### config.mk
export PLATFORM = sky130hd
export DESIGN_NAME = nqsd_lane
export DESIGN_NICKNAME = d
export VERILOG_FILES = /design/src/rtl/core/nqsd_pkg.sv /design/src/rtl/core/nqsd_lane.sv
export SDC_FILE = /design/constraint.sdc
export NUM_CORES = 2
export LEC_CHECK = 0
export BUFFER_PORTS_ARGS = -buffer_cell sky130_fd_sc_hd__buf_4
export CORE_ASPECT_RATIO = 1.2
export CORE_MARGIN = 4
export CORE_UTILIZATION = 40
export DETAILED_ROUTE_END_ITERATION = 8
export SLEW_MARGIN = 20
export SYNTH_ARGS = -nofsm -noshare
export SYNTH_HDL_FRONTEND = slang
export SYNTH_SLANG_ARGS = --single-unit
### constraint.sdc
create_clock -name clk -period 33.9 [get_ports clk]
set_clock_uncertainty 0.1 [all_clocks]
set_input_delay 0 -clock clk [delete_from_list [all_inputs] [get_ports clk]]
set_output_delay 0 -clock clk [all_outputs]
set_load 0.05 [all_outputs]
### src/rtl/core/nqsd_pkg.sv
`timescale 1ns / 1ps
`default_nettype none
// ---------------------------------------------------------------------------
// nqsd_pkg: shared types, widths and constants of the QAM soft demapper
// Constellation steps, fold levels and pipeline control types.
// ---------------------------------------------------------------------------
package nqsd_pkg;

	localparam int SYM_W    = 16;              // Q3.12 symbol input
	localparam int LLR_W    = 16;              // Q11.4 soft bit output
	localparam int WORK_FR  = 20;              // working fraction bits
	localparam int IN_SHIFT = WORK_FR - (SYM_W - 4);
	localparam int H_W      = SYM_W + IN_SHIFT + 1;   // folded distance, signed
	localparam int A_W      = 20;              // step in Q.20
	localparam int BP_W     = H_W + 1;         // breakpoint compare width
	localparam int K_W      = 3;               // ramp segment index
	localparam int V_W      = H_W + K_W + 2;   // ramp value, signed
	localparam int P1_W     = V_W + A_W + 1;   // ramp times step
	localparam int INV_W    = 16;
	localparam int P2_W     = 64;              // product width
	localparam int RND_SH   = 40;
	localparam int R_W      = P2_W - RND_SH;
	localparam int NLANE    = 8;
	localparam int NSTAGE   = 8;
	localparam int CNT_W    = 4;
	localparam int MOD_W    = 3;
	localparam int ADDR_W   = 4;
	localparam int DATA_W   = 32;

	localparam logic [A_W-1:0] STEP_QPSK   = 20'd741455; // 1/sqrt(2)
	localparam logic [A_W-1:0] STEP_16QAM  = 20'd331589; // 1/sqrt(10)
	localparam logic [A_W-1:0] STEP_64QAM  = 20'd161799; // 1/sqrt(42)
	localparam logic [A_W-1:0] STEP_256QAM = 20'd80422;  // 1/sqrt(170)

	localparam logic [MOD_W-1:0] RST_MOD_ORDER = 3'd1;
	localparam logic             RST_MAX_LOG   = 1'b1;
	localparam logic [INV_W-1:0] RST_INV_NOISE = 16'd64;

	typedef enum logic [MOD_W-1:0] {
		MOD_BPSK   = 3'd0,
		MOD_QPSK   = 3'd1,
		MOD_16QAM  = 3'd2,
		MOD_64QAM  = 3'd3,
		MOD_256QAM = 3'd4
	} mod_t;

	typedef enum logic [1:0] {
		REG_MOD_ORDER   = 2'd0,
		REG_USE_MAX_LOG = 2'd1,
		REG_INV_NOISE   = 2'd2
	} reg_idx_t;

	typedef struct packed {
		logic [NSTAGE-1:0] en;   // stage load enables, stage 1 at bit 0
	} pipe_ctl_t;

	// unused selector codes act as 256QAM
	function automatic mod_t mod_clamp(input logic [MOD_W-1:0] v);
		mod_t res;
		priority if (v > 3'd4) res = MOD_256QAM;
		else res = mod_t'(v);
		return res;
	endfunction

	function automatic logic [A_W-1:0] step_of(input mod_t m);
		logic [A_W-1:0] res;
		unique case (m)
			MOD_BPSK, MOD_QPSK: res = STEP_QPSK;
			MOD_16QAM:          res = STEP_16QAM;
			MOD_64QAM:          res = STEP_64QAM;
			MOD_256QAM:         res = STEP_256QAM;
			default:            res = STEP_256QAM;
		endcase
		return res;
	endfunction

	// c_j * A with c_j = 2^(L-1-j)
	function automatic logic [H_W-1:0] fold_level(input mod_t m, input int j);
		int lvl;
		logic [H_W-1:0] res;
		lvl = int'(m);
		res = '0;
		if (j < lvl)
			res = H_W'(step_of(m)) << (lvl - 1 - j);
		return res;
	endfunction

	// last ramp breakpoint index for soft bit pair j
	function automatic logic [K_W-1:0] kmax_of(input mod_t m, input logic max_log, input int j);
		int lvl;
		logic [K_W-1:0] res;
		lvl = int'(m);
		res = '0;
		if (max_log && j < lvl)
			res = K_W'((1 << (lvl - 1 - j)) - 1);
		return res;
	endfunction

	function automatic logic [CNT_W-1:0] llr_count_of(input mod_t m);
		logic [CNT_W-1:0] res;
		if (m == MOD_BPSK) res = CNT_W'(1);
		else res = CNT_W'(2 * int'(m));
		return res;
	endfunction

endpackage
`default_nettype wire

### src/rtl/core/nqsd_lane.sv
`timescale 1ns / 1ps
`default_nettype none
// ---------------------------------------------------------------------------
// nqsd_lane: one soft bit lane
// Piecewise ramp, scaling by step and noise, rounding and saturation.
// ---------------------------------------------------------------------------
module nqsd_lane import nqsd_pkg::*; (
	input  wire logic                    clk,
	input  wire pipe_ctl_t               ctl,
	input  wire logic signed [H_W-1:0]   h,
	input  wire logic [A_W-1:0]          step,
	input  wire logic [K_W-1:0]          kmax,
	input  wire logic [INV_W-1:0]        inv_noise,
	output logic signed [LLR_W-1:0]      llr_s7
);

	logic [H_W-1:0]          mag;
	logic [K_W-1:0]          k;
	logic [H_W-1:0]          diff;
	logic [K_W-1:0]          k_s3;
	logic [H_W-1:0]          diff_s3;
	logic                    neg_s3;
	logic [V_W-2:0]          vmag;
	logic signed [V_W-1:0]   v_s4;
	logic signed [P1_W-1:0]  p1_s5;
	logic signed [P2_W-1:0]  p2_s6;
	logic signed [P2_W-1:0]  rsum;
	logic signed [R_W-1:0]   r;
	logic signed [LLR_W-1:0] sat;

	// segment: count of breakpoints 2A, 4A, ... reached, up to kmax
	always_comb begin
		mag = h[H_W-1] ? H_W'(-h) : H_W'(h);
		k = '0;
		for (int b = 1; b < (1 << K_W); b++) begin
			if (b <= int'(kmax) &&
			    BP_W'(mag) >= BP_W'(step) * BP_W'(2 * b))
				k = k + K_W'(1);
		end
		diff = mag - H_W'(k * step);
	end

	always_ff @(posedge clk) begin
		if (ctl.en[2]) begin
			k_s3    <= k;
			diff_s3 <= diff;
			neg_s3  <= h[H_W-1];
		end
	end

	assign vmag = (V_W-1)'({1'b0, k_s3} + (K_W+1)'(1)) * (V_W-1)'(diff_s3);

	always_ff @(posedge clk) begin
		if (ctl.en[3])
			v_s4 <= neg_s3 ? -signed'({1'b0, vmag}) : signed'({1'b0, vmag});
	end

	always_ff @(posedge clk) begin
		if (ctl.en[4])
			p1_s5 <= P1_W'(v_s4 * signed'({1'b0, step}));
	end

	always_ff @(posedge clk) begin
		if (ctl.en[5])
			p2_s6 <= P2_W'(p1_s5 * signed'({1'b0, inv_noise}));
	end

	// round half up to Q.4, then saturate
	always_comb begin
		rsum = p2_s6 + (P2_W'(1) << (RND_SH - 1));
		r    = rsum[P2_W-1:RND_SH];
		priority if (r > R_W'((1 << (LLR_W - 1)) - 1))
			sat = {1'b0, {(LLR_W-1){1'b1}}};
		else if (r < -R_W'(1 << (LLR_W - 1)))
			sat = {1'b1, {(LLR_W-1){1'b0}}};
		else
			sat = r[LLR_W-1:0];
	end

	always_ff @(posedge clk) begin
		if (ctl.en[6])
			llr_s7 <= sat;
	end

endmodule
`default_nettype wire

==> results.ini <==
[synth]
async_flop_share = 0
ys_ff_latch = 151
synth_edf_count = 151
synth_top_family_by_area = adder cells
netlist_top_cells_area = fa_1 (45%), ha_1 (11%), inv_1 (9.1%), edfxtp_1 (7.2%), nand2_1 (6.4%)
syn-cell-area_um2 = 63100
yosys.area.top_type = fa_1
synth.area.mux_share = 0.001031
synthAdderAreaFrac = 0.5636
synth-simple-area-share = 0.1553
seq_area_frac_synth = 0.07186
post-synth-top-area-fraction = 0.4534
synthXorXnorAreaFrac = 0.03698
syn_area_per_cell_um2 = 9.157
yosysWarnings = 0
ys.flop_type = edfxtp_1
synth_nets = 8948
syn_inst = 6891
synth.distinct_cells = 83
synth-compound-area-share = 0.06186

[clocking]
clk_latency_ns = 0.51
clkTransAtPathRegs_ns = 0.07
cts_hold_buf = 7
h-tree-depth = 4
cts_resized = 0
clockBufferDepth = 2
cts_setup_buffers = 0
cts_made_buffers = 17
clock-root-buffer = clkbuf_16
cts.sinks = 151
cts_tree = yes

[worst_setup_path]
r2r_cells = 23
crit_path_frequent_cell = ha_1
crit_required_ns = 34.04
critPathLaunchType = primary input
reg2reg_setup_slack_ns = 24.39
critPathSlowestCell = xnor2_2
critical_path_class = primary input to register
r2r-start = v_s4[9]
r2r-end = p1_s5[49]
cp-end-kind = register
slowest_delay_ns = 0.77
crit_fanout = 39
critPathArrivalTime_ns = 13.46

[final_layout]
final_common_cell = inv_1
syn_to_final_growth_pct = 4.951
nets = 8794
drive_gt1_frac = 0.02859
final_cell_mix = inv_1 (1,533), fa_1 (1,429), nand2_1 (1,084), and2_1 (581), ha_1 (555)

[route]
vias = 44960
drtPass1Iterations = 5
postRouteAntennaNets = 0
vias_per_cell = 5.084
wl_per_cell_um = 17.98
drtIter0Drc = 2271
wirelength_mm = 159.0
drc = 0

[timing]
max_freq_mhz = 75.09
period_share = 0.3928
post-route-min-period_ns = 13.32
max_slew_margin = 0.2787
timing.setup.tns_ns = 0
tightestPinTransition_ns = 1.082
hold_violations = 0
maxSlewViolCount = 0
rsz0062_at_grt = false
setup_viol_count_final = 0

[min_path]
hold_start = h[23]
hold_path.class = primary input to register
min_to = diff_s3[24]
min_path_cells = 4

[grt]
grt_usage = 0.2020
grt_max_degree = 53
antenna_found_initial = 1
grt_overflow = 0
grt_pass1_wl_mm = 264.2
grt_pass1_vias = 50450

[die]
io_pins = 89
start_util = 0.4030
core_region_area_um2 = 156600
fp.dieH_um = 443.1
row_count = 159
die_area_um2 = 164200
die_w_um = 370.6

[place]
dp_hpwl_mm = 119.0
port_buffers = 85
routabilityCongestion = 0.8427

[flow_run]
maxCapViolations = 0

[outcome]
outcome = finished, final reports clean

cell type report:
cell class	count	area (µm²)
Antenna cell	2	5.005
Clock buffer	17	425.4
Clock inverter	15	210.2
Fill cell	15340	90340
Inverter	1535	5762
Multi-Input combinational cell	4902	51680
Sequential cell	151	4534
Tap cell	2093	2619
Timing Repair Buffer	130	993.5
worst max-delay path: cells and delay by family:
family                     cells  cell delay (ns)
buffers and inverters          2             0.31
adders and majority gates     10             3.13
AOI/OAI and AO/OA             26             6.03
and+or+nand+nor               13             1.90
muxes                          2             0.54
xor gates and xnor gates       6             1.52
per-stage QoR:
step / instance area (µm²) / hold WS (ns) / setup slack (ns) / utilization / std cells
finish: 66230 / 0.04439 / 20.58 / 0.4230 / 8845
global route: 66220 / 0.1229 / 19.56 / 0.4230 / 8843
CTS: 66220 / 0.03765 / 20.67 / 0.4230 / 8843
global placement: 65520 / 0.2784 / 20.13 / 0.4185 / 8804
floorplan: 63100 / -0.001131 / 22.65 / - / 6891
detailed placement: 65520 / 0.2793 / 20.15 / 0.4185 / 8804
per-layer routing:
| metal | vias up | global-route usage | share of wire |
|---|---|---|---|
| met5 | - | 0 | 0 |
| li1 | 20370 | - | - |
| met2 | 1144 | 0.3635 | 0.51 |
| met3 | 283 | 0.02071 | 0.050 |
| met1 | 23170 | 0.2528 | 0.41 |
| met4 | 0 | 0.06696 | 0.033 |
sequential cells by signal, summed over array words and instances, names as in the netlist:
| name | count |
|---|---|
| p1_s5 | 51 |
| p2_s6 | 25 |
| v_s4 | 30 |
| neg_s3 | 1 |
| llr_s7 | 16 |
| k_s3 | 3 |
| diff_s3 | 25 |
cell families after synthesis:
logic type / Yosys count
AO/OA/AOI/OAI: 599
XOR/XNOR: 260
adder cells (fa/ha/maj): 1985
buffers and inverters: 1838
flip-flops: 151
multiplexers: 6
AND/OR/NAND/NOR: 2052
how the worst max path moves through the flow:
stage            start          end  cells after the start  slack (ns)
2_1_floorplan  step[0]  diff_s3[24]                     57       22.65
3_3_place_gp   step[1]  diff_s3[24]                     59       20.13
3_5_place_dp   step[1]  diff_s3[24]                     59       20.15
4_1_cts        step[1]  diff_s3[24]                     59       20.67
5_1_grt        step[1]  diff_s3[24]                     59       19.56
6_report       step[1]  diff_s3[24]                     59       20.58
cells in the mapped netlist (12+ instances only):
cell type,count
nor2_1,116
a31oi_1,12
ha_1,555
o21a_1,31
nand2_1,1084
nand4_1,31
nand3_1,39
a21o_1,78
o21bai_1,36
o31ai_1,20
xor2_1,69
clkbuf_1,299
nor3_1,30
a21oi_1,168
inv_1,1533
or3_1,18
fa_1,1429
nand2b_1,33
a211oi_1,18
and2_1,581
o21ai_0,125
and3_1,17
xnor2_1,186
edfxtp_1,151
nor2b_1,59
Power is left out: the tool's default activity adds up to more than one toggle a clock period on the data nets, which glitch-free logic cannot reach.
