**src/rtl/core/nqsd_pkg.sv**
```systemverilog
`timescale 1ns / 1ps
`default_nettype none
// ---------------------------------------------------------------------------
// nqsd_pkg: shared types, widths and constants of the QAM soft demapper
// Constellation steps, fold levels and pipeline control types.
// ---------------------------------------------------------------------------
package nqsd_pkg;

	localparam int SYM_W    = 16;              // Q3.12 symbol input
	localparam int LLR_W    = 16;              // Q11.4 soft bit output
	localparam int WORK_FR  = 20;              // working fraction bits
	localparam int IN_SHIFT = WORK_FR - (SYM_W - 4);
	localparam int H_W      = SYM_W + IN_SHIFT + 1;   // folded distance, signed
	localparam int A_W      = 20;              // step in Q.20
	localparam int BP_W     = H_W + 1;         // breakpoint compare width
	localparam int K_W      = 3;               // ramp segment index
	localparam int V_W      = H_W + K_W + 2;   // ramp value, signed
	localparam int P1_W     = V_W + A_W + 1;   // ramp times step
	localparam int INV_W    = 16;
	localparam int P2_W     = 64;              // product width
	localparam int RND_SH   = 40;
	localparam int R_W      = P2_W - RND_SH;
	localparam int NLANE    = 8;
	localparam int NSTAGE   = 8;
	localparam int CNT_W    = 4;
	localparam int MOD_W    = 3;
	localparam int ADDR_W   = 4;
	localparam int DATA_W   = 32;

	localparam logic [A_W-1:0] STEP_QPSK   = 20'd741455; // 1/sqrt(2)
	localparam logic [A_W-1:0] STEP_16QAM  = 20'd331589; // 1/sqrt(10)
	localparam logic [A_W-1:0] STEP_64QAM  = 20'd161799; // 1/sqrt(42)
	localparam logic [A_W-1:0] STEP_256QAM = 20'd80422;  // 1/sqrt(170)

	localparam logic [MOD_W-1:0] RST_MOD_ORDER = 3'd1;
	localparam logic             RST_MAX_LOG   = 1'b1;
	localparam logic [INV_W-1:0] RST_INV_NOISE = 16'd64;

	typedef enum logic [MOD_W-1:0] {
		MOD_BPSK   = 3'd0,
		MOD_QPSK   = 3'd1,
		MOD_16QAM  = 3'd2,
		MOD_64QAM  = 3'd3,
		MOD_256QAM = 3'd4
	} mod_t;

	typedef enum logic [1:0] {
		REG_MOD_ORDER   = 2'd0,
		REG_USE_MAX_LOG = 2'd1,
		REG_INV_NOISE   = 2'd2
	} reg_idx_t;

	typedef struct packed {
		logic [NSTAGE-1:0] en;   // stage load enables, stage 1 at bit 0
	} pipe_ctl_t;

	// unused selector codes act as 256QAM
	function automatic mod_t mod_clamp(input logic [MOD_W-1:0] v);
		mod_t res;
		priority if (v > 3'd4) res = MOD_256QAM;
		else res = mod_t'(v);
		return res;
	endfunction

	function automatic logic [A_W-1:0] step_of(input mod_t m);
		logic [A_W-1:0] res;
		unique case (m)
			MOD_BPSK, MOD_QPSK: res = STEP_QPSK;
			MOD_16QAM:          res = STEP_16QAM;
			MOD_64QAM:          res = STEP_64QAM;
			MOD_256QAM:         res = STEP_256QAM;
			default:            res = STEP_256QAM;
		endcase
		return res;
	endfunction

	// c_j * A with c_j = 2^(L-1-j)
	function automatic logic [H_W-1:0] fold_level(input mod_t m, input int j);
		int lvl;
		logic [H_W-1:0] res;
		lvl = int'(m);
		res = '0;
		if (j < lvl)
			res = H_W'(step_of(m)) << (lvl - 1 - j);
		return res;
	endfunction

	// last ramp breakpoint index for soft bit pair j
	function automatic logic [K_W-1:0] kmax_of(input mod_t m, input logic max_log, input int j);
		int lvl;
		logic [K_W-1:0] res;
		lvl = int'(m);
		res = '0;
		if (max_log && j < lvl)
			res = K_W'((1 << (lvl - 1 - j)) - 1);
		return res;
	endfunction

	function automatic logic [CNT_W-1:0] llr_count_of(input mod_t m);
		logic [CNT_W-1:0] res;
		if (m == MOD_BPSK) res = CNT_W'(1);
		else res = CNT_W'(2 * int'(m));
		return res;
	endfunction

endpackage
`default_nettype wire

```
**src/rtl/core/nqsd_fold.sv**
```systemverilog
`timescale 1ns / 1ps
`default_nettype none
// ---------------------------------------------------------------------------
// nqsd_fold: per-axis fold chain
// Builds the folded distances h(j) of both axes and registers one per lane.
// ---------------------------------------------------------------------------
module nqsd_fold import nqsd_pkg::*; (
	input  wire logic                     clk,
	input  wire pipe_ctl_t                ctl,
	input  wire logic signed [SYM_W-1:0]  sym_re,
	input  wire logic signed [SYM_W-1:0]  sym_im,
	input  wire mod_t                     order,
	output logic signed [H_W-1:0]         h_s2 [NLANE]
);

	logic signed [H_W-1:0] hr [NLANE/2];
	logic signed [H_W-1:0] hi [NLANE/2];
	logic signed [H_W-1:0] lvl;

	always_comb begin
		hr[0] = H_W'(sym_re) <<< IN_SHIFT;
		hi[0] = H_W'(sym_im) <<< IN_SHIFT;
		lvl = '0;
		for (int j = 1; j < NLANE/2; j++) begin
			lvl = signed'(fold_level(order, j - 1));
			hr[j] = lvl - (hr[j-1] < 0 ? -hr[j-1] : hr[j-1]);
			hi[j] = lvl - (hi[j-1] < 0 ? -hi[j-1] : hi[j-1]);
		end
	end

	always_ff @(posedge clk) begin
		if (ctl.en[1]) begin
			// BPSK: one soft bit from re + im
			h_s2[0] <= (order == MOD_BPSK) ? hr[0] + hi[0] : hr[0];
			h_s2[1] <= hi[0];
			for (int j = 1; j < NLANE/2; j++) begin
				h_s2[2*j]   <= hr[j];
				h_s2[2*j+1] <= hi[j];
			end
		end
	end

endmodule
`default_nettype wire

```
**config.mk**
```make
export PLATFORM = sky130hd
export DESIGN_NAME = nqsd_fold
export DESIGN_NICKNAME = d
export VERILOG_FILES = /design/src/rtl/core/nqsd_pkg.sv /design/src/rtl/core/nqsd_fold.sv
export SDC_FILE = /design/constraint.sdc
export NUM_CORES = 1
export LEC_CHECK = 0
export CORE_UTILIZATION = 44
export DETAILED_ROUTE_END_ITERATION = 8
export DONT_BUFFER_PORTS = 1
export HOLD_SLACK_MARGIN = 0.12
export PLACE_DENSITY = 0.68
export SYNTH_ARGS = -nofsm -noshare
export SYNTH_HDL_FRONTEND = slang
export SYNTH_SLANG_ARGS = --single-unit
```
**constraint.sdc**
```tcl
create_clock -name clk -period 19.6 [get_ports clk]
set_clock_uncertainty 0.15 [all_clocks]
set_input_delay 3.92 -clock clk [delete_from_list [all_inputs] [get_ports clk]]
set_output_delay 3.92 -clock clk [all_outputs]
set_load 0.01 [all_outputs]
```
==> reports/metrics.cfg, run 1 <==
[floorplanning]
die_h_um=200.6
core-area_mm2=0.03874
start_util_pct=44.79
die_w_um=200.6
dieArea_mm2=0.04023
num_rows=72
io_pins=244

[synthesis]
synth_flop_cell=edfxtp_1
synth_edf_count=174
ys_seq_area_share_pct=30.11
ys_types=94
yosysWarningCount=0
synth_seq_cells=174
synth_area_mm2=0.01735
synthArstFlopShare_pct=0
postSynthCellCount=2005
synth_top_area_share_pct=30.11
synthTopCellsByArea=edfxtp_1 30%, ha_1 11%, xnor2_1 7.6%
postSynthAreaPerCell_um2=8.654
synth_top_area_cell=edfxtp_1

[route]
ant_nets=0
first_pass_iters=6
drtIter0Drc=1173
drcViolationCount=0
route.vias.total=14920
wl_per_cell_um=21.13
vias_per_cell=5.991
finalWirelength_um=52620

[hold_path]
hp-class=in -> reg
worstHoldStart=sym_im[2]

[worst_setup_path]
startpoint_type=input port
cp.arrival_ns=17.00
crit_type=in -> reg
critPathMaxStageDelay_ns=0.66
cp.required_ns=19.68
end_kind=flip-flop
crit_top_cell=a21oi_1
startpoint=order[1]
critPathMaxFanout=40
slowest_stage=nor3_2

[clocking]
clkSinkCount=174
cts_max_path_buffers=2
cts_setup_buffers=0
tritoncts=done
cts_resized=0
numCtsBuffers=17
htree_levels=4
postCtsHoldBufs=0
clock-root-buffer=clkbuf_16
cts.clk_slew.worst_paths_ns=0.08

[sta]
tightest_slew_ns=1.163
slew_headroom_pct=21.90
max_freq_mhz=59.09
setup_viol=0
rsz0062_at_grt=false
fin_crit_sh_pct=86.35
period_minus_slack_ns=16.92
tns_ns=0
whs_ns=3.385
hold_viol=0
finalMaxSlewViolations=0

[grt]
grt_pass1_wl_um=80760
grt_overflow=0
track_usage_pct=25.82
antenna_found_initial=0
grt_max_degree=175
grt_pass1_vias=14000

[flow_run]
maxCapViolCount=0

[finish]
utilization_pct=47.12
area_growth_pct=5.199
layout_common_cells=218 x nor2_1, 174 x edfxtp_1, 157 x a21oi_1
diodes=0
seq_area_mm2=0.005225
final-instance-count-excl-fill=2490
top_register=h_s2
largest_reg_flops=174
layout_commonest_cell=nor2_1
final_layout_size_suffix_gt1_share_pct=5.020
reg.largest.list=h_s2 x174
fillers=3705
final_nets=2166
multi_input_area_mm2=0.01135

[status]
status=complete, no violations

[power_and_ir_drop]
p_leak_nw=7.280
peakVddDrop_v=0.00007006
p_per_area_mw_per_mm2=159.1
total_power_mw=2.904

[placed_design]
io_buffers=0
hpwl_um=41140
dp.cells=2459
gp_congestion=0.9303

stage by stage:
step	cell area, µm²	setup WS, ns
after floorplan	17410	4.523
after detailed placement	17680	2.495
final	18250	2.676
after global placement	17680	2.613
after CTS	18250	2.940
after global routing	18250	1.791
critical path, delay by kind of cell:
family | cells | cell delay [ns]
fa+ha+maj | 4 | 1.50
simple gates | 15 | 4.07
mux | 1 | 0.21
compound gates | 24 | 5.71
xor+xnor | 1 | 0.25
buf+inv | 4 | 1.28
layout make-up:
type / instances / area share [%]
Clock buffer: 17 / 2.331
Multi-Input combinational cell: 1663 / 62.20
Clock inverter: 14 / 0.8088
Timing Repair Buffer: 17 / 0.6992
Sequential cell: 174 / 28.62
Inverter: 87 / 1.789
Tap cell: 518 / 3.551
path summary, 6_finish.rpt:
check                            endpoint  slack (ns)  cells past startpoint
worst min-delay path  h_s2[160]$_DFFE_PP_        3.39                      0
worst max-delay path   h_s2[49]$_DFFE_PP_        2.68                     49
logic make-up (layout without fill, tap and decap cells):
group                      after synthesis  in the layout  synth area share, %
and+or+nand+nor                        691            691                19.82
AOI/OAI and AO/OA                      552            552                20.59
xor gates and xnor gates               216            216                11.19
buffers and inverters                  183            135                4.795
DFF                                    174            174                30.11
adders and majority gates              163            163                11.96
muxes                                   25             25                1.521
other                                    1             16              0.02161
report_power, final:
part / switching (mW) / internal [mW] / total (mW)
clock network: 0.165 / 0.179 / 0.344
registers: 0.113 / 0.648 / 0.761
logic: 1.07 / 0.725 / 1.80
Yosys cell counts (all sizes together), types with 6 or more instances:
library cell and number:
nor2 218, edfxtp 174, a21oi 157, ha 157, xnor2 150, nand2 133
o21ai 123, nor3 88, inv 87, xor2 63, buf 52, clkbuf 44
a21o 41, nand2b 38, a211oi 33, nand3 32, nor2b 27, and2 24
or3 24, and3 23, o21a 23, o31ai 23, nor4 20, a21boi 18
mux2i 17, a31oi 16, o22ai 14, nor3b 13, or2 13, o21bai 12
a221oi 11, or4 11, o211ai 10, a2111oi 9, mux2 8, nand4 8
a211o 6, a22oi 6, a31o 6
layer usage:
metal / routed length [µm] / global-route usage [%] / vias to the layer above
met4: 1377 / 8.424 / 0
met5: 0 / 0 / -
li1: - / - / 7263
met3: 3179 / 4.383 / 72
met1: 23660 / 34.21 / 6996
met2: 24410 / 42.67 / 586
Power figures use the tool's default switching activity.
==> inputs of run 2 (changes only) <==
--- a/config.mk
+++ b/config.mk
@@ -5,11 +5,12 @@
 export SDC_FILE = /design/constraint.sdc
 export NUM_CORES = 1
 export LEC_CHECK = 0
-export CORE_UTILIZATION = 44
+export CORE_MARGIN = 3
+export CORE_UTILIZATION = 40
 export DETAILED_ROUTE_END_ITERATION = 8
 export DONT_BUFFER_PORTS = 1
 export HOLD_SLACK_MARGIN = 0.12
-export PLACE_DENSITY = 0.68
+export PLACE_DENSITY = 0.59
 export SYNTH_ARGS = -nofsm -noshare
 export SYNTH_HDL_FRONTEND = slang
 export SYNTH_SLANG_ARGS = --single-unit
==> run 2 against run 1 <==
Net effect: combinational power is essentially flat; critical path depth is the same; worst setup slack got worse by 0.068 ns; cell area rose by 0.69%; fmax shrank 0.40%; largest power group unchanged; worst hold slack worse by 0.029 ns; via count shrank 0.97%; cell count rose by 2.4%; core utilization shrank 3.8 points; sequential share of layout area shrank 0.20 points.
==> reports/metrics.cfg, run 2 (synthesis gave the netlist of run 1 again) <==
[clocking]
clock-root-buffer=clkbuf_16
cts_resized=0  ; unchanged
cts_setup_buffers=0  ; unchanged
clkSinkCount=174  ; unchanged
postCtsHoldBufs=0  ; unchanged
numCtsBuffers=17  ; unchanged
htree_levels=4  ; unchanged
cts.clk_slew.worst_paths_ns=0.08  ; about the same
tritoncts=done
cts_max_path_buffers=2  ; unchanged

[placed_design]
gp_congestion=0.9108  ; -2.1%
hpwl_um=42560  ; +3.5%
io_buffers=0  ; unchanged

[flow_run]
maxCapViolCount=0  ; unchanged

[sta]
setup_viol=0  ; unchanged
slew_headroom_pct=30.12  ; +8.2 points
finalMaxSlewViolations=0  ; unchanged
fin_crit_sh_pct=86.70  ; +0.35 points
hold_viol=0  ; unchanged
tightest_slew_ns=1.041  ; -0.1224 ns
max_freq_mhz=58.85  ; -0.40%
rsz0062_at_grt=false
whs_ns=3.357  ; -0.02862 ns
period_minus_slack_ns=16.99  ; +0.06846 ns
tns_ns=0  ; unchanged

[hold_path]
worstHoldStart=sym_im[2]
hold-path-endpoint=h_s2[160]$_DFFE_PP_
hp-class=in -> reg
holdPathStages=0  ; unchanged

[floorplanning]
die_w_um=214.3  ; +6.8%
core-area_mm2=0.04242  ; +9.5%
start_util_pct=40.91  ; -3.9 points
dieArea_mm2=0.04591  ; +14%
io_pins=244  ; unchanged
num_rows=75  ; +4.2%
die_h_um=214.3  ; +6.8%

[grt]
grt_overflow=0  ; unchanged
antenna_found_initial=0  ; unchanged
grt_max_degree=175  ; unchanged
track_usage_pct=23.06  ; -2.8 points
grt_pass1_vias=13960  ; -0.26%
grt_pass1_wl_um=82140  ; +1.7%

[route]
first_pass_iters=5  ; -1
drcViolationCount=0  ; unchanged
drtIter0Drc=1239  ; +5.6%
wl_per_cell_um=21.07  ; -0.28%
route.vias.total=14770  ; -0.97%
ant_nets=0  ; unchanged
vias_per_cell=5.791  ; -3.3%
finalWirelength_um=53760  ; +2.2%

[finish]
final_nets=2167  ; +0.046%
diodes=0  ; unchanged
top_register=h_s2
layout_common_cells=218 x nor2_1, 174 x edfxtp_1, 157 x a21oi_1, 157 x ha_1, 150 x xnor2_1
layout_commonest_cell=nor2_1
area_growth_pct=5.927
largest_reg_flops=174  ; unchanged
reg.largest.list=h_s2 x174
fillers=4173  ; +13%
final_layout_size_suffix_gt1_share_pct=5.066  ; +0.046 points

[worst_setup_path]
critPathMaxFanout=24  ; -40%
crit_top_cell=a21oi_1
slowest_stage=nor3_2
cp.arrival_ns=17.10  ; +0.10 ns
cp.required_ns=19.71  ; +0.03 ns
critPathMaxStageDelay_ns=0.72  ; +0.06 ns
startpoint_type=input port
end_kind=flip-flop
crit_type=in -> reg

[power_and_ir_drop]
peakVddDrop_v=0.00007065  ; +0.85%
p_per_area_mw_per_mm2=159.1  ; about the same
p_leak_nw=7.312  ; +0.43%

[status]
status=complete, no violations

-- run 2: cell count changes in the layout (fill, tap and decap cells not counted), sizes merged --
cell | previous run | this run
clkinv | 2 | 5
inv | 96 | 95
buf | 17 | 18
clkinvlp | 2 | 0
bufinv | 1 | 2
-- run 2: stage by stage --
stage | power (mW) | area [µm²] | util [%] | setup slack (ns) | cells
finish | 2.924 | 18380 | 43.33 | 2.608 | 2551
floorplan | 2.130 | 17410 | - | 4.523 | 2020
global route | 3.163 | 18380 | 43.33 | 1.728 | 2551
global placement | 2.525 | 17760 | 41.87 | 2.261 | 2519
CTS | 2.936 | 18380 | 43.33 | 2.730 | 2551
detailed placement | 2.552 | 17760 | 41.87 | 2.195 | 2519
-- run 2: worst max path at each step --
stage,end,start,slack [ns],cells past startpoint
after floorplan,h_s2[49]$_DFFE_PP_,order[0],4.52,53
final,h_s2[49]$_DFFE_PP_,order[1],2.61,49
after global placement,h_s2[49]$_DFFE_PP_,order[1],2.26,49
after global routing,h_s2[49]$_DFFE_PP_,order[1],1.73,47
after CTS,h_s2[49]$_DFFE_PP_,order[1],2.73,47
after detailed placement,h_s2[49]$_DFFE_PP_,order[1],2.20,49
-- run 2: report_power, final --
group	total (mW)	switching, mW	internal (mW)
Clock	0.361	0.167	0.194
Sequential	0.769	0.121	0.648
Combinational	1.79	1.07	0.725
Total	2.92	1.36	1.57
-- run 2: area by class of cell --
| class | count | area (µm²) | share of cell area [%] |
|---|---|---|---|
| multi-input cells | 1663 | 11350 | 61.76 |
| flip-flops and latches | 174 | 5225 | 28.43 |
| well taps | 577 | 721.9 | 3.928 |
| clock buffers | 17 | 425.4 | 2.315 |
| inverters | 87 | 326.6 | 1.777 |
| clock inverters | 15 | 195.2 | 1.062 |
| repair buffers | 18 | 135.1 | 0.7352 |
-- run 2: worst max-delay path: cells and delay by family --
kind | cells | cell delay (ns)
simple gates | 14 | 3.41
fa+ha+maj | 4 | 1.99
buf+inv | 4 | 1.27
xor+xnor | 1 | 0.22
mux | 1 | 0.22
compound gates | 25 | 6.02
-- run 2: per-layer routing --
metal,GRT usage [%],share of wire [%],up-vias
li1,-,-,7243
met1,29.85,45,6985
met2,36.70,45,449
met3,5.158,5.7,95
met4,10.84,4.2,0
met5,0,0,-
==> inputs of run 3 (changes only) <==
--- a/config.mk
+++ b/config.mk
@@ -11,6 +11,7 @@
 export DONT_BUFFER_PORTS = 1
 export HOLD_SLACK_MARGIN = 0.12
 export PLACE_DENSITY = 0.59
+export SLEW_MARGIN = 20
 export SYNTH_ARGS = -nofsm -noshare
 export SYNTH_HDL_FRONTEND = slang
 export SYNTH_SLANG_ARGS = --single-unit
==> constraint.sdc (replaced) <==
create_clock -name clk -period 19.6 [get_ports clk]
set_clock_uncertainty 0.15 [all_clocks]
set_input_delay 1.96 -clock clk [delete_from_list [all_inputs] [get_ports clk]]
set_output_delay 1.96 -clock clk [all_outputs]
set_load 0.01 [all_outputs]
==> run 3 against run 2 <==
Net effect: worst setup slack better by 2.6 ns; first-iteration DRC count shrank 11%; sequential share of layout area rose by 0.056 points; critical path depth increased by 1; global-route usage shrank 0.052 points; combinational power barely moved; non-clock buffer count down 1; via count down 0.55%; critical endpoint unchanged; largest cell class unchanged.
==> reports/metrics.cfg, run 3 (synthesis gave the netlist of run 1 again) <==
[finish]
diodes=0  ; unchanged
reg.largest.list=h_s2 x174
final_layout_size_suffix_gt1_share_pct=5.018  ; -0.048 points
area_growth_pct=5.718
layout_common_cells=218 x nor2_1, 174 x edfxtp_1, 157 x a21oi_1, 157 x ha_1, 149 x xnor2_1
layout_commonest_cell=nor2_1
fillers=4222  ; +1.2%
largest_reg_flops=174  ; unchanged
final_nets=2166  ; -0.046%
top_register=h_s2
fin_area_mm2=0.01834  ; -0.20%

[grt]
grt_pass1_wl_um=82390  ; +0.30%
track_usage_pct=23.01  ; -0.052 points
grt_overflow=0  ; unchanged
grt_pass1_vias=13960  ; -0.014%
grt_max_degree=175  ; unchanged
antenna_found_initial=0  ; unchanged

[route]
route.vias.total=14690  ; -0.55%
finalWirelength_um=53610  ; -0.28%
vias_per_cell=5.761  ; -0.51%
wl_per_cell_um=21.02  ; -0.24%
drtIter0Drc=1103  ; -11%
first_pass_iters=5  ; unchanged
ant_nets=0  ; unchanged
drcViolationCount=0  ; unchanged

[clocking]
cts_max_path_buffers=2  ; unchanged
postCtsHoldBufs=0  ; unchanged
numCtsBuffers=17  ; unchanged
cts_setup_buffers=0  ; unchanged
tritoncts=done
cts_resized=0  ; unchanged
clkSinkCount=174  ; unchanged
clock-root-buffer=clkbuf_16
cts.clk_slew.worst_paths_ns=0.08  ; about the same
htree_levels=4  ; unchanged

[sta]
tns_ns=0  ; unchanged
hold_viol=0  ; unchanged
period_minus_slack_ns=14.39  ; -2.603 ns
finalMaxSlewViolations=0  ; unchanged
whs_ns=1.403  ; -1.954 ns
max_freq_mhz=69.49  ; +18%
tightest_slew_ns=0.9441  ; -0.09671 ns
slew_headroom_pct=37.06  ; +6.9 points
setup_viol=0  ; unchanged
fin_crit_sh_pct=73.42  ; -13 points
rsz0062_at_grt=false

[floorplanning]
num_rows=75  ; unchanged
core-area_mm2=0.04242  ; unchanged
start_util_pct=40.91  ; unchanged
io_pins=244  ; unchanged
die_h_um=214.3  ; unchanged
dieArea_mm2=0.04591  ; unchanged
die_w_um=214.3  ; unchanged

[power_and_ir_drop]
p_per_area_mw_per_mm2=158.5  ; -0.39%
peakVddDrop_v=0.00007095  ; +0.42%
total_power_mw=2.907  ; -0.58%
p_leak_nw=7.294  ; -0.24%

[worst_setup_path]
crit_top_cell=a21oi_1
cp.arrival_ns=14.49  ; -2.61 ns
critPathMaxFanout=40  ; +67%
end_kind=flip-flop
crit_type=in -> reg
slowest_stage=nor4_1
cp.required_ns=19.70  ; about the same
startpoint_type=input port
critPathMaxStageDelay_ns=0.70  ; -0.02 ns

[placed_design]
hpwl_um=42240  ; -0.76%
gp_congestion=0.9216  ; +1.2%
io_buffers=0  ; unchanged
dpl_cell_area_mm2=0.01775  ; about the same

[hold_path]
hp-class=in -> reg

[status]
status=complete, no violations

[flow_run]
maxCapViolCount=0  ; unchanged

==> run 3: final cells by class <==
type | count | area [µm²] | share of cell area (%)
multi-input cells | 1663 | 11360 | 61.92
flip-flops and latches | 174 | 5225 | 28.48
well taps | 577 | 721.9 | 3.936
clock buffers | 17 | 425.4 | 2.319
inverters | 87 | 326.6 | 1.780
clock inverters | 15 | 158.9 | 0.8662
repair buffers | 17 | 127.6 | 0.6957
==> run 3: power by group <==
part / internal, mW / switching [mW] / leakage (nW)
logic: 0.724 / 1.07 / 5.30
clock network: 0.181 / 0.167 / 0.287
registers: 0.648 / 0.120 / 1.70
==> run 3: stage by stage <==
step	utilization, %	worst slack [ns]	std cells
6_report	43.25	5.210	2550
5_1_grt	43.25	4.012	2550
4_1_cts	43.23	5.225	2550
3_5_place_dp	41.85	4.726	2518
3_3_place_gp	41.85	4.759	2518
2_1_floorplan	-	6.483	2020
==> run 3: worst paths after layout <==
check | cells past startpoint | end | startpoint | slack (ns)
hold / removal | 0 | h_s2[161]$_DFFE_PP_ | sym_im[3] | 1.40
setup / recovery | 50 | h_s2[49]$_DFFE_PP_ | order[1] | 5.21
==> run 3: critical path: cells and delay by family <==
kind                     cells  cell delay, ns
AND/OR/NAND/NOR             14            3.34
adder cells (fa/ha/maj)      4            1.53
multiplexers                 1            0.17
buffers and inverters        5            1.31
XOR/XNOR                     1            0.22
AO/OA/AOI/OAI               25            5.90
==> run 3: metal layers <==
metal  vias to the layer above  GRT usage (%)  routed length (µm)
met4                         0          7.873                1538
met3                        73          4.917                3219
met5                         -              0                   0
met2                       466          37.66               24980
li1                       7253              -                   -
met1                      6899          30.24               23870
