$ cat src/rtl/core/nqsd_pkg.sv
`timescale 1ns / 1ps
`default_nettype none
// ---------------------------------------------------------------------------
// nqsd_pkg: shared types, widths and constants of the QAM soft demapper
// Constellation steps, fold levels and pipeline control types.
// ---------------------------------------------------------------------------
package nqsd_pkg;

	localparam int SYM_W    = 16;              // Q3.12 symbol input
	localparam int LLR_W    = 16;              // Q11.4 soft bit output
	localparam int WORK_FR  = 20;              // working fraction bits
	localparam int IN_SHIFT = WORK_FR - (SYM_W - 4);
	localparam int H_W      = SYM_W + IN_SHIFT + 1;   // folded distance, signed
	localparam int A_W      = 20;              // step in Q.20
	localparam int BP_W     = H_W + 1;         // breakpoint compare width
	localparam int K_W      = 3;               // ramp segment index
	localparam int V_W      = H_W + K_W + 2;   // ramp value, signed
	localparam int P1_W     = V_W + A_W + 1;   // ramp times step
	localparam int INV_W    = 16;
	localparam int P2_W     = 64;              // product width
	localparam int RND_SH   = 40;
	localparam int R_W      = P2_W - RND_SH;
	localparam int NLANE    = 8;
	localparam int NSTAGE   = 8;
	localparam int CNT_W    = 4;
	localparam int MOD_W    = 3;
	localparam int ADDR_W   = 4;
	localparam int DATA_W   = 32;

	localparam logic [A_W-1:0] STEP_QPSK   = 20'd741455; // 1/sqrt(2)
	localparam logic [A_W-1:0] STEP_16QAM  = 20'd331589; // 1/sqrt(10)
	localparam logic [A_W-1:0] STEP_64QAM  = 20'd161799; // 1/sqrt(42)
	localparam logic [A_W-1:0] STEP_256QAM = 20'd80422;  // 1/sqrt(170)

	localparam logic [MOD_W-1:0] RST_MOD_ORDER = 3'd1;
	localparam logic             RST_MAX_LOG   = 1'b1;
	localparam logic [INV_W-1:0] RST_INV_NOISE = 16'd64;

	typedef enum logic [MOD_W-1:0] {
		MOD_BPSK   = 3'd0,
		MOD_QPSK   = 3'd1,
		MOD_16QAM  = 3'd2,
		MOD_64QAM  = 3'd3,
		MOD_256QAM = 3'd4
	} mod_t;

	typedef enum logic [1:0] {
		REG_MOD_ORDER   = 2'd0,
		REG_USE_MAX_LOG = 2'd1,
		REG_INV_NOISE   = 2'd2
	} reg_idx_t;

	typedef struct packed {
		logic [NSTAGE-1:0] en;   // stage load enables, stage 1 at bit 0
	} pipe_ctl_t;

	// unused selector codes act as 256QAM
	function automatic mod_t mod_clamp(input logic [MOD_W-1:0] v);
		mod_t res;
		priority if (v > 3'd4) res = MOD_256QAM;
		else res = mod_t'(v);
		return res;
	endfunction

	function automatic logic [A_W-1:0] step_of(input mod_t m);
		logic [A_W-1:0] res;
		unique case (m)
			MOD_BPSK, MOD_QPSK: res = STEP_QPSK;
			MOD_16QAM:          res = STEP_16QAM;
			MOD_64QAM:          res = STEP_64QAM;
			MOD_256QAM:         res = STEP_256QAM;
			default:            res = STEP_256QAM;
		endcase
		return res;
	endfunction

	// c_j * A with c_j = 2^(L-1-j)
	function automatic logic [H_W-1:0] fold_level(input mod_t m, input int j);
		int lvl;
		logic [H_W-1:0] res;
		lvl = int'(m);
		res = '0;
		if (j < lvl)
			res = H_W'(step_of(m)) << (lvl - 1 - j);
		return res;
	endfunction

	// last ramp breakpoint index for soft bit pair j
	function automatic logic [K_W-1:0] kmax_of(input mod_t m, input logic max_log, input int j);
		int lvl;
		logic [K_W-1:0] res;
		lvl = int'(m);
		res = '0;
		if (max_log && j < lvl)
			res = K_W'((1 << (lvl - 1 - j)) - 1);
		return res;
	endfunction

	function automatic logic [CNT_W-1:0] llr_count_of(input mod_t m);
		logic [CNT_W-1:0] res;
		if (m == MOD_BPSK) res = CNT_W'(1);
		else res = CNT_W'(2 * int'(m));
		return res;
	endfunction

endpackage
`default_nettype wire

$ cat src/rtl/core/nqsd_merge.sv
`timescale 1ns / 1ps
`default_nettype none
// ---------------------------------------------------------------------------
// nqsd_merge: result assembly
// Gathers the lanes, clears soft bits past the count, output register.
// ---------------------------------------------------------------------------
module nqsd_merge import nqsd_pkg::*; (
	input  wire logic                    clk,
	input  wire pipe_ctl_t               ctl,
	input  wire mod_t                    order,
	input  wire logic signed [LLR_W-1:0] llr_s7 [NLANE],
	output logic signed [LLR_W-1:0]      llr_q [NLANE],
	output logic [CNT_W-1:0]             count_q
);

	logic [CNT_W-1:0] count;

	assign count = llr_count_of(order);

	always_ff @(posedge clk) begin
		if (ctl.en[7]) begin
			count_q <= count;
			for (int i = 0; i < NLANE; i++)
				llr_q[i] <= (i < int'(count)) ? llr_s7[i] : '0;
		end
	end

endmodule
`default_nettype wire

$ cat config.mk
export PLATFORM = sky130hd
export DESIGN_NAME = nqsd_merge
export DESIGN_NICKNAME = d
export VERILOG_FILES = /design/src/rtl/core/nqsd_pkg.sv /design/src/rtl/core/nqsd_merge.sv
export SDC_FILE = /design/constraint.sdc
export NUM_CORES = 1
export LEC_CHECK = 0
export BUFFER_PORTS_ARGS = -buffer_cell sky130_fd_sc_hd__buf_2
export CELL_PAD_IN_SITES_DETAIL_PLACEMENT = 1
export CELL_PAD_IN_SITES_GLOBAL_PLACEMENT = 1
export CORE_ASPECT_RATIO = 2
export CORE_MARGIN = 10
export CORE_UTILIZATION = 37
export CTS_CLUSTER_SIZE = 8
export DETAILED_ROUTE_END_ITERATION = 10
export GPL_TIMING_DRIVEN = 0
export MAX_ROUTING_LAYER = met4
export PLACE_DENSITY = 0.84
export SETUP_SLACK_MARGIN = 0.1
export SLEW_MARGIN = 20
export SYNTH_ARGS = -nofsm -noshare
export SYNTH_HDL_FRONTEND = slang
export SYNTH_SLANG_ARGS = --single-unit
$ cat constraint.sdc
create_clock -name clk -period 1.5 [get_ports clk]
set_input_delay 0.075 -clock clk [delete_from_list [all_inputs] [get_ports clk]]
set_output_delay 0.075 -clock clk [all_outputs]
set_load 0.02 [all_outputs]
==> run_results.csv, run 1 <==
group,metric,value,unit
cts,cts_tree,"done",
worst_hold_path,hold_end,"llr_q[38]$_SDFFCE_PP0P_",
logic_synthesis,yosys.area.top_type,"edfxtp_1",
sta,worst_slack,0.200,ns
floorplanning,num_rows,59,
cts,clockRootBuffer,"clkbuf_16",
layout,areaGrowthSynthToFinish,66.6,%
placed_design,io_buffers,247,
sta,post-route-period-util,86.7,%
sta,hold_violations,1,
worst_hold_path,worstHoldStart,"llr_s7[38]",
logic_synthesis,yosysSeqAreaShare,81.7,%
logic_synthesis,synth_async_sr_flop_share,0,%
grt,grt_pass1_wl,27200,um
logic_synthesis,yosysWarnings,0,
layout,drive_above_1_share,44.3,%
sta,slew_headroom,59.0,%
route,ant_nets,0,
grt,grt_pass1_vias,4453,
layout,finalNetCount,799,
logic_synthesis,synth_edf_count,132,
outcome,outcome,"finished with violations",
power_and_ir_drop,leakage,0.00340,uW
placed_design,dp_hpwl,12700,um
sta,timing.setup.tns,0,ns
route,via_per_inst,4.55,
placed_design,place_ws,0.172,ns
outcome,failed_checks,"negative hold slack",
floorplanning,ioPinCount,272,
worst_setup_path,crit_fanout,10,
logic_synthesis,synth_seq_cells,132,
cts,cts_post_setup_buffers_inserted,0,
worst_setup_path,cp.required,1.65,ns
route,firstDrtPassIters,4,
logic_synthesis,syn_nets,417,
worst_setup_path,worst_ep_arrival_time,1.45,ns
layout,fill_cells,1305,
route,routedWlPerCell,23.0,um
layout,postLayoutCellArea,8080,sq um
cts,clk_pin_slew,0.06,ns
logic_synthesis,synth_area_leaders,"edfxtp_1 82%, nor2b_1 9.2%, and2_1 4.1%",
logic_synthesis,avgSynthCellArea,17.5,sq um
sta,max_freq,0.769,GHz
cts,cts.path.max_buffers,2,
sta,worst_pin_slew,0.615,ns
worst_setup_path,critical_path.startpoint_type,"primary input",
worst_hold_path,hold-path-cell-count,2,
route,wl,19100,um
route,num_vias,3769,
route,route.detailed.drc,0,
route,drt_iter0_markers,136,
cts,htreeDepth,4,
worst_setup_path,path_class,"primary input to flop",
sta,whs,-0.00550,ns
power_and_ir_drop,ir_worst_vdd,774,uV
placed_design,place_congestion,0.792,
layout,fin_util,62.6,%
worst_setup_path,critPathCaptureType,"flop",
grt,grt_remaining_overflow,0,
placed_design,post_dp_cell_area,6310,sq um
floorplanning,die_height,182,um
sta,setup_viol_count_final,0,
worst_hold_path,hold_class,"primary input to flop",
logic_synthesis,synth.distinct_cells,10,
logic_synthesis,synth.top_cells.by_count,"132 x edfxtp_1, 71 x nor2b_1, 32 x and2_1, 22 x clkbuf_1, 9 x nor2b_2",
logic_synthesis,postSynthCellCount,277,
sta,slew_viol_final,0,
logic_synthesis,synth_top_area_share,81.7,%
sta,rsz0062_at_grt,"no",
grt,grt_max_degree,71,
power_and_ir_drop,power_density,1270,nW/um^2
floorplanning,initial_core_util,37.5,%
run,maxCapViolations,0,
sta,fin_crit,1.30,ns
logic_synthesis,synth_top_flop_cell,"edfxtp_1",
grt,grtUsageTotal,20.8,%
cts,numCtsBuffers,17,
logic_synthesis,yosysMostFrequentCell,"edfxtp_1",
grt,antenna_found_initial,4,
floorplanning,dieArea,18400,sq um
cts,clock_sinks,132,
floorplanning,die_w,101,um
floorplanning,core,12900,sq um
logic_synthesis,synth_area,4850,sq um
[through the flow]
| stage | instances | power, uW |
|---|---|---|
| 2_1_floorplan | 277 | 5140 |
| 3_3_place_gp | 676 | 5700 |
| 3_5_place_dp | 677 | 5770 |
| 4_1_cts | 822 | 10300 |
| 5_1_grt | 828 | 10600 |
| 6_report | 828 | 10200 |
[placed cells by master, fill, tap and decap left out]
master | Yosys | layout
nor2b_1 | 71 | 71
clkbuf_1 | 22 | 24
clkbuf_16 | 0 | 17
bufinv_16 | 0 | 3
inv_6 | 0 | 4
diode_2 | 0 | 4
a21oi_2 | 1 | 1
clkinv_4 | 0 | 3
nor2_2 | 0 | 1
buf_2 | 6 | 252
edfxtp_1 | 132 | 132
dlygate4sd3_1 | 0 | 115
clkinvlp_4 | 0 | 3
and2_1 | 32 | 32
buf_16 | 0 | 1
buf_6 | 2 | 3
nor3_4 | 1 | 1
nor2b_2 | 9 | 9
[layout make-up]
cell class	instances	area (sq um)	share of cell area [%]
buffer	30	135	1.67
antenna	4	10.0	0.124
clock inverter	13	174	2.15
multi-input combinational	115	754	9.34
tap	152	190	2.35
clock buffer	19	433	5.36
timing repair buffer	363	2420	30.0
sequential	132	3960	49.0
[sequential cells by signal, summed over array words and instances (netlist names)]
register	flops
llr_q	128
count_q	4
[how the worst max path moves through the flow]
| stage | start | endpoint | slack (ns) | depth (start not counted) |
|---|---|---|---|---|
| after floorplan | order[2] | llr_q[100]$_SDFFCE_PP0P_ | 0.53 | 4 |
| after global placement | ctl[7] | llr_q[21]$_SDFFCE_PP0P_ | -1.04 | 1 |
| after detailed placement | ctl[7] | llr_q[24]$_SDFFCE_PP0P_ | 0.17 | 2 |
| after CTS | order[2] | llr_q[89]$_SDFFCE_PP0P_ | 0.13 | 5 |
| after global routing | order[0] | llr_q[55]$_SDFFCE_PP0P_ | 0.16 | 5 |
| final | order[0] | llr_q[55]$_SDFFCE_PP0P_ | 0.20 | 5 |
[layer usage]
metal / share of wire (%) / wire [um] / GRT usage (%) / up-vias
met3: 7.6 / 1450 / 6.58 / 52
met1: 31 / 5850 / 18.1 / 1801
met5: 0 / 0 / - / -
met4: 4.0 / 761 / 10.6 / 0
li1: - / - / - / 1726
met2: 58 / 11000 / 38.0 / 190
[repair_timing]
item	4_1_cts	5_1_grt
endpoints found under the setup margin	0	22
endpoints found under the hold margin	113	2
gates resized for setup	0	1
hold buffers	113	2
[critical path, cell delays in order]
cell and delay [ns]:
dlygate4sd3_1 0.57, buf_2 0.17, a21oi_2 0.25, buf_2 0.29, nor2b_1 0.10
[logic make-up (layout without fill, tap and decap cells)]
| kind of cell | count (synthesis) | count (layout) | synth area share [%] |
|---|---|---|---|
| other | 0 | 4 | 0 |
| AND/OR/NAND/NOR | 114 | 114 | 15.3 |
| buffers and inverters | 30 | 425 | 2.79 |
| flip-flops | 132 | 132 | 81.7 |
| AO/OA/AOI/OAI | 1 | 1 | 0.181 |
[where the power goes]
part	switching [uW]	internal (uW)	total (uW)
clock	1600	2640	4250
combinational	854	613	1470
sequential	98.2	4410	4510
total	2560	7670	10200
(Power assumes the default switching activity.)
==> inputs of run 2 (changes only) <==
--- a/config.mk
+++ b/config.mk
@@ -15,7 +15,7 @@
 export DETAILED_ROUTE_END_ITERATION = 10
 export GPL_TIMING_DRIVEN = 0
 export MAX_ROUTING_LAYER = met4
-export PLACE_DENSITY = 0.84
+export PLACE_DENSITY = 0.89
 export SETUP_SLACK_MARGIN = 0.1
 export SLEW_MARGIN = 20
 export SYNTH_ARGS = -nofsm -noshare
==> run_results.csv, run 2 (same netlist as run 1, synthesis figures left out) <==
group,metric,value,unit
sta,hold_violations,0,
cts,clockRootBuffer,"clkbuf_16",
layout,drive_above_1_share,44.7,%
worst_setup_path,path_class,"flop to output port",
floorplanning,ioPinCount,272,
sta,worst_slack,0.382,ns
outcome,outcome,"finished clean",
placed_design,placedCellCount,677,
grt,antenna_found_initial,1,
worst_setup_path,crit_chain,"buf_2",
sta,slew_viol_final,0,
power_and_ir_drop,ir_worst_vdd,904,uV
layout,largest_reg_flops,128,
worst_setup_path,crit_fanout,1,
worst_hold_path,hold_class,"primary input to flop",
floorplanning,die_height,182,um
sta,worst_pin_slew,0.591,ns
route,route.detailed.drc,0,
cts,cts.path.max_buffers,2,
route,via_per_inst,4.57,
sta,max_freq,0.894,GHz
grt,grt_pass1_wl,27900,um
sta,post-route-period-util,74.5,%
sta,rsz0062_at_grt,"no",
worst_setup_path,critPathTopFamily,"flip-flops",
floorplanning,die_w,101,um
placed_design,place_congestion,0.814,
route,drt_iter0_markers,114,
sta,slew_headroom,60.6,%
layout,postLayoutCellArea,8010,sq um
layout,regMostFlops,"llr_q",
route,firstDrtPassIters,7,
worst_setup_path,cp_num_buf_inv,1,
route,wl,19100,um
placed_design,place_ws,0.179,ns
cts,cts_resized,0,
layout,final_cell_mix,"252 x buf_2, 132 x edfxtp_1, 110 x dlygate4sd3_1",
worst_hold_path,hold-path-cell-count,2,
cts,htreeDepth,4,
floorplanning,core,12900,sq um
route,routedWlPerCell,23.3,um
worst_hold_path,worstHoldStart,"llr_s7[34]",
cts,clk_pin_slew,0.06,ns
layout,finalNetCount,794,
run,maxCapViolations,0,
power_and_ir_drop,power_density,1270,nW/um^2
worst_setup_path,critical_path.startpoint_type,"flop",
placed_design,io_buffers,247,
worst_setup_path,cp_slowest_stage_delay,0.44,ns
power_and_ir_drop,power.total,10200,uW
worst_setup_path,critPathCaptureType,"output port",
route,wl_met2,10900,um
route,ant_nets,0,
power_and_ir_drop,leakage,0.00337,uW
worst_hold_path,hold_end,"llr_q[34]$_SDFFCE_PP0P_",
worst_setup_path,cp.required,1.42,ns
route,num_vias,3751,
layout,mostFrequentLayoutCell,"buf_2",
floorplanning,initial_core_util,37.5,%
route,wl_met3,1300,um
grt,grt_pass1_vias,4478,
grt,grt_max_degree,73,
layout,areaGrowthSynthToFinish,65.2,%
worst_setup_path,slowest_stage,"edfxtp_1",
cts,numCtsBuffers,17,
layout,fin_cells,821,
layout,reg_top3,"llr_q x128, count_q x4",
sta,timing.setup.tns,0,ns
grt,grtUsageTotal,21.1,%
placed_design,post_dp_cell_area,6310,sq um
placed_design,dp_hpwl,12600,um
sta,fin_crit,1.12,ns
grt,grt_remaining_overflow,0,
route,wl_met1,6290,um
floorplanning,num_rows,59,
floorplanning,dieArea,18400,sq um
cts,cts_post_setup_buffers_inserted,0,
cts,cts_tree,"done",
worst_setup_path,worst_ep_arrival_time,1.04,ns
cts,clock_sinks,132,
route,highest_layer,"met4",
sta,setup_viol_count_final,0,
run 2: cell count changes in the layout (fill, tap and decap cells not counted), sizes merged:
cell         change
bufinv           -1
clkbuf           -2
diode            -2
dlygate4sd3      -5
inv              +3
run 2: final cells by class:
cell class / instances / area [sq um]
Fill cell: 1292 / 4910
Sequential cell: 132 / 3960
Timing Repair Buffer: 358 / 2370
Multi-Input combinational cell: 115 / 752
Clock buffer: 17 / 425
Tap cell: 152 / 190
Clock inverter: 15 / 170
Buffer: 30 / 135
Antenna cell: 2 / 5.00
run 2: through the flow:
stage / util [%] / hold WS, ns
after floorplan: - / 0.187
after global placement: 48.6 / 0.246
after detailed placement: 48.9 / 0.247
after CTS: 61.9 / 0.00155
after global routing: 62.0 / 0.0234
final: 62.0 / 0.00525
run 2: worst max-delay path by stage:
stage | startpoint | to | slack, ns | cells past startpoint
after floorplan | order[2] | llr_q[100]$_SDFFCE_PP0P_ | 0.53 | 4
after global placement | ctl[7] | llr_q[61]$_SDFFCE_PP0P_ | -1.01 | 1
after detailed placement | ctl[7] | llr_q[61]$_SDFFCE_PP0P_ | 0.18 | 2
after CTS | llr_q[99]$_SDFFCE_PP0P_ | llr_q[99] | 0.40 | 1
after global routing | llr_q[107]$_SDFFCE_PP0P_ | llr_q[107] | 0.35 | 1
final | llr_q[107]$_SDFFCE_PP0P_ | llr_q[107] | 0.38 | 1
run 2: power by group:
part	leakage, uW	internal (uW)	total (uW)	switching (uW)
logic	0.00181	604	1450	851
registers	0.00128	4410	4510	102
clock network	0.000283	2500	4200	1700
total	0.00337	7510	10200	2650
run 2: what timing repair did:
action | CTS | global route
setup endpoints to repair | 0 | 0
hold endpoints to repair | 109 | 1
hold buffers | 109 | 1
run 2: routing by layer:
layer  GRT usage, %  vias to the layer above
met4           9.58                        0
met5              -                        -
met2           38.1                      202
met3           5.59                       33
li1               -                     1717
met1           19.9                     1799
==> inputs of run 3 (changes only) <==
--- a/config.mk
+++ b/config.mk
@@ -10,12 +10,12 @@
 export CELL_PAD_IN_SITES_GLOBAL_PLACEMENT = 1
 export CORE_ASPECT_RATIO = 2
 export CORE_MARGIN = 10
-export CORE_UTILIZATION = 37
+export CORE_UTILIZATION = 34
 export CTS_CLUSTER_SIZE = 8
 export DETAILED_ROUTE_END_ITERATION = 10
 export GPL_TIMING_DRIVEN = 0
 export MAX_ROUTING_LAYER = met4
-export PLACE_DENSITY = 0.89
+export PLACE_DENSITY = 0.83
 export SETUP_SLACK_MARGIN = 0.1
 export SLEW_MARGIN = 20
 export SYNTH_ARGS = -nofsm -noshare
==> constraint.sdc (replaced) <==
create_clock -name clk -period 1.07 [get_ports clk]
set_input_delay 0.0535 -clock clk [delete_from_list [all_inputs] [get_ports clk]]
set_output_delay 0.0535 -clock clk [all_outputs]
set_load 0.02 [all_outputs]
==> run_results.csv, run 3 (same netlist as run 1, synthesis figures left out) <==
group,metric,value,unit
sta,worst_pin_slew,0.474,ns
floorplanning,dieArea,19700,sq um
floorplanning,ioPinCount,272,
grt,grt_max_degree,90,
cts,cts.path.max_buffers,2,
worst_setup_path,cp_slowest_stage_delay,0.46,ns
placed_design,io_buffers,247,
floorplanning,num_rows,61,
cts,cts_tree,"done",
worst_setup_path,slowest_stage,"edfxtp_1",
worst_setup_path,critPathCaptureType,"output port",
sta,slew_headroom,68.4,%
grt,grt_pass1_wl,32000,um
route,wl,22700,um
power_and_ir_drop,ir_worst_vdd,1140,uV
cts,numCtsBuffers,17,
worst_setup_path,critPathTopFamily,"flip-flops",
sta,rsz0062_at_grt,"yes",
worst_setup_path,critical_path.startpoint_type,"flop",
grt,antenna_found_initial,9,
sta,setup_viol_count_final,10,
route,num_vias,4014,
floorplanning,core,14000,sq um
layout,reg_top3,"llr_q x128, count_q x4",
sta,max_freq,0.905,GHz
layout,fin_cells,886,
grt,grtUsageTotal,23.1,%
route,routedWlPerCell,25.6,um
outcome,outcome,"finished with violations",
placed_design,place_congestion,0.775,
layout,finalNetCount,815,
cts,clockRootBuffer,"clkbuf_16",
grt,grt_pass1_vias,4719,
route,drt_iter0_markers,169,
layout,drive_above_1_share,43.5,%
worst_setup_path,worst_ep_arrival_time,1.05,ns
sta,fin_crit,1.11,ns
power_and_ir_drop,power_density,1640,nW/um^2
placed_design,dp_hpwl,12500,um
placed_design,post_dp_cell_area,6360,sq um
power_and_ir_drop,leakage,0.00373,uW
route,ant_nets,0,
layout,regMostFlops,"llr_q",
sta,slew_viol_final,0,
cts,cts_post_setup_buffers_inserted,0,
layout,postLayoutCellArea,9080,sq um
worst_setup_path,crit_chain,"buf_6",
sta,worst_slack,-0.0352,ns
route,route.detailed.drc,0,
route,firstDrtPassIters,4,
sta,hold_violations,0,
grt,grt_remaining_overflow,0,
floorplanning,die_w,104,um
route,via_per_inst,4.53,
sta,post-route-period-util,103,%
cts,clock_sinks,132,
layout,areaGrowthSynthToFinish,87.2,%
layout,largest_reg_flops,128,
worst_hold_path,hold_class,"primary input to flop",
worst_setup_path,path_class,"flop to output port",
worst_setup_path,cp_num_buf_inv,1,
run,maxCapViolations,0,
cts,clk_pin_slew,0.07,ns
outcome,failed_checks,"negative setup slack",
floorplanning,die_height,189,um
layout,mostFrequentLayoutCell,"buf_6",
worst_setup_path,cp.required,1.02,ns
layout,final_cell_mix,"135 x buf_6, 132 x edfxtp_1, 131 x dlygate4sd3_1",
floorplanning,initial_core_util,34.7,%
placed_design,placedCellCount,714,
worst_setup_path,crit_fanout,1,
cts,htreeDepth,4,
run 3: cell types whose count changed in the layout (fill, tap and decap cells not counted), sizes merged:
cell | before | now
diode | 2 | 9
dlygate4sd3 | 110 | 131
inv | 7 | 10
clkinv | 3 | 2
bufinv | 2 | 0
run 3: what timing repair did:
action,in CTS,in global routing
endpoints found under the hold margin,130,0
hold buffers,131,0
endpoints found under the setup margin,132,132
gates resized for setup,264,0
run 3: layer usage:
| metal | GRT usage, % | share of wire (%) |
|---|---|---|
| met1 | 20.4 | 33 |
| met2 | 42.0 | 56 |
| met4 | 13.7 | 5.0 |
| met5 | - | 0 |
| met3 | 7.11 | 6.2 |
run 3: power by group:
part	total, uW	switching (uW)	leakage [uW]	internal, uW
clock	5800	2720	0.000271	3080
sequential	6460	266	0.00128	6200
combinational	2630	1270	0.00218	1370
total	14900	4250	0.00373	10600
run 3: layout make-up:
type / count / area, sq um
Timing Repair Buffer: 379 / 3410
Sequential cell: 132 / 3960
Multi-Input combinational cell: 115 / 752
Antenna cell: 9 / 22.5
Clock inverter: 15 / 136
Fill cell: 1353 / 4890
Buffer: 30 / 135
Tap cell: 189 / 236
Clock buffer: 17 / 425
run 3: worst paths after layout:
| kind | cells after the start | start | end |
|---|---|---|---|
| min | 1 | ctl[7] | llr_q[108]$_SDFFCE_PP0P_ |
| max | 1 | count_q[3]$_DFFE_PP_ | count_q[3] |
run 3: metrics by stage:
step           TNS, ns  hold slack, ns  power (uW)  setup WS [ns]  util [%]
4_1_cts        -0.0256          0.0252       14600        -0.0161      64.8
6_report        -0.219          0.0695       14900        -0.0352      65.0
2_1_floorplan        0           0.166        7210          0.125         -
5_1_grt         -0.837          0.0689       15400        -0.0601      65.0
3_5_place_dp    -18.73           0.225        8080         -0.172      45.5
3_3_place_gp   -186.29           0.223        7990          -1.41      45.3
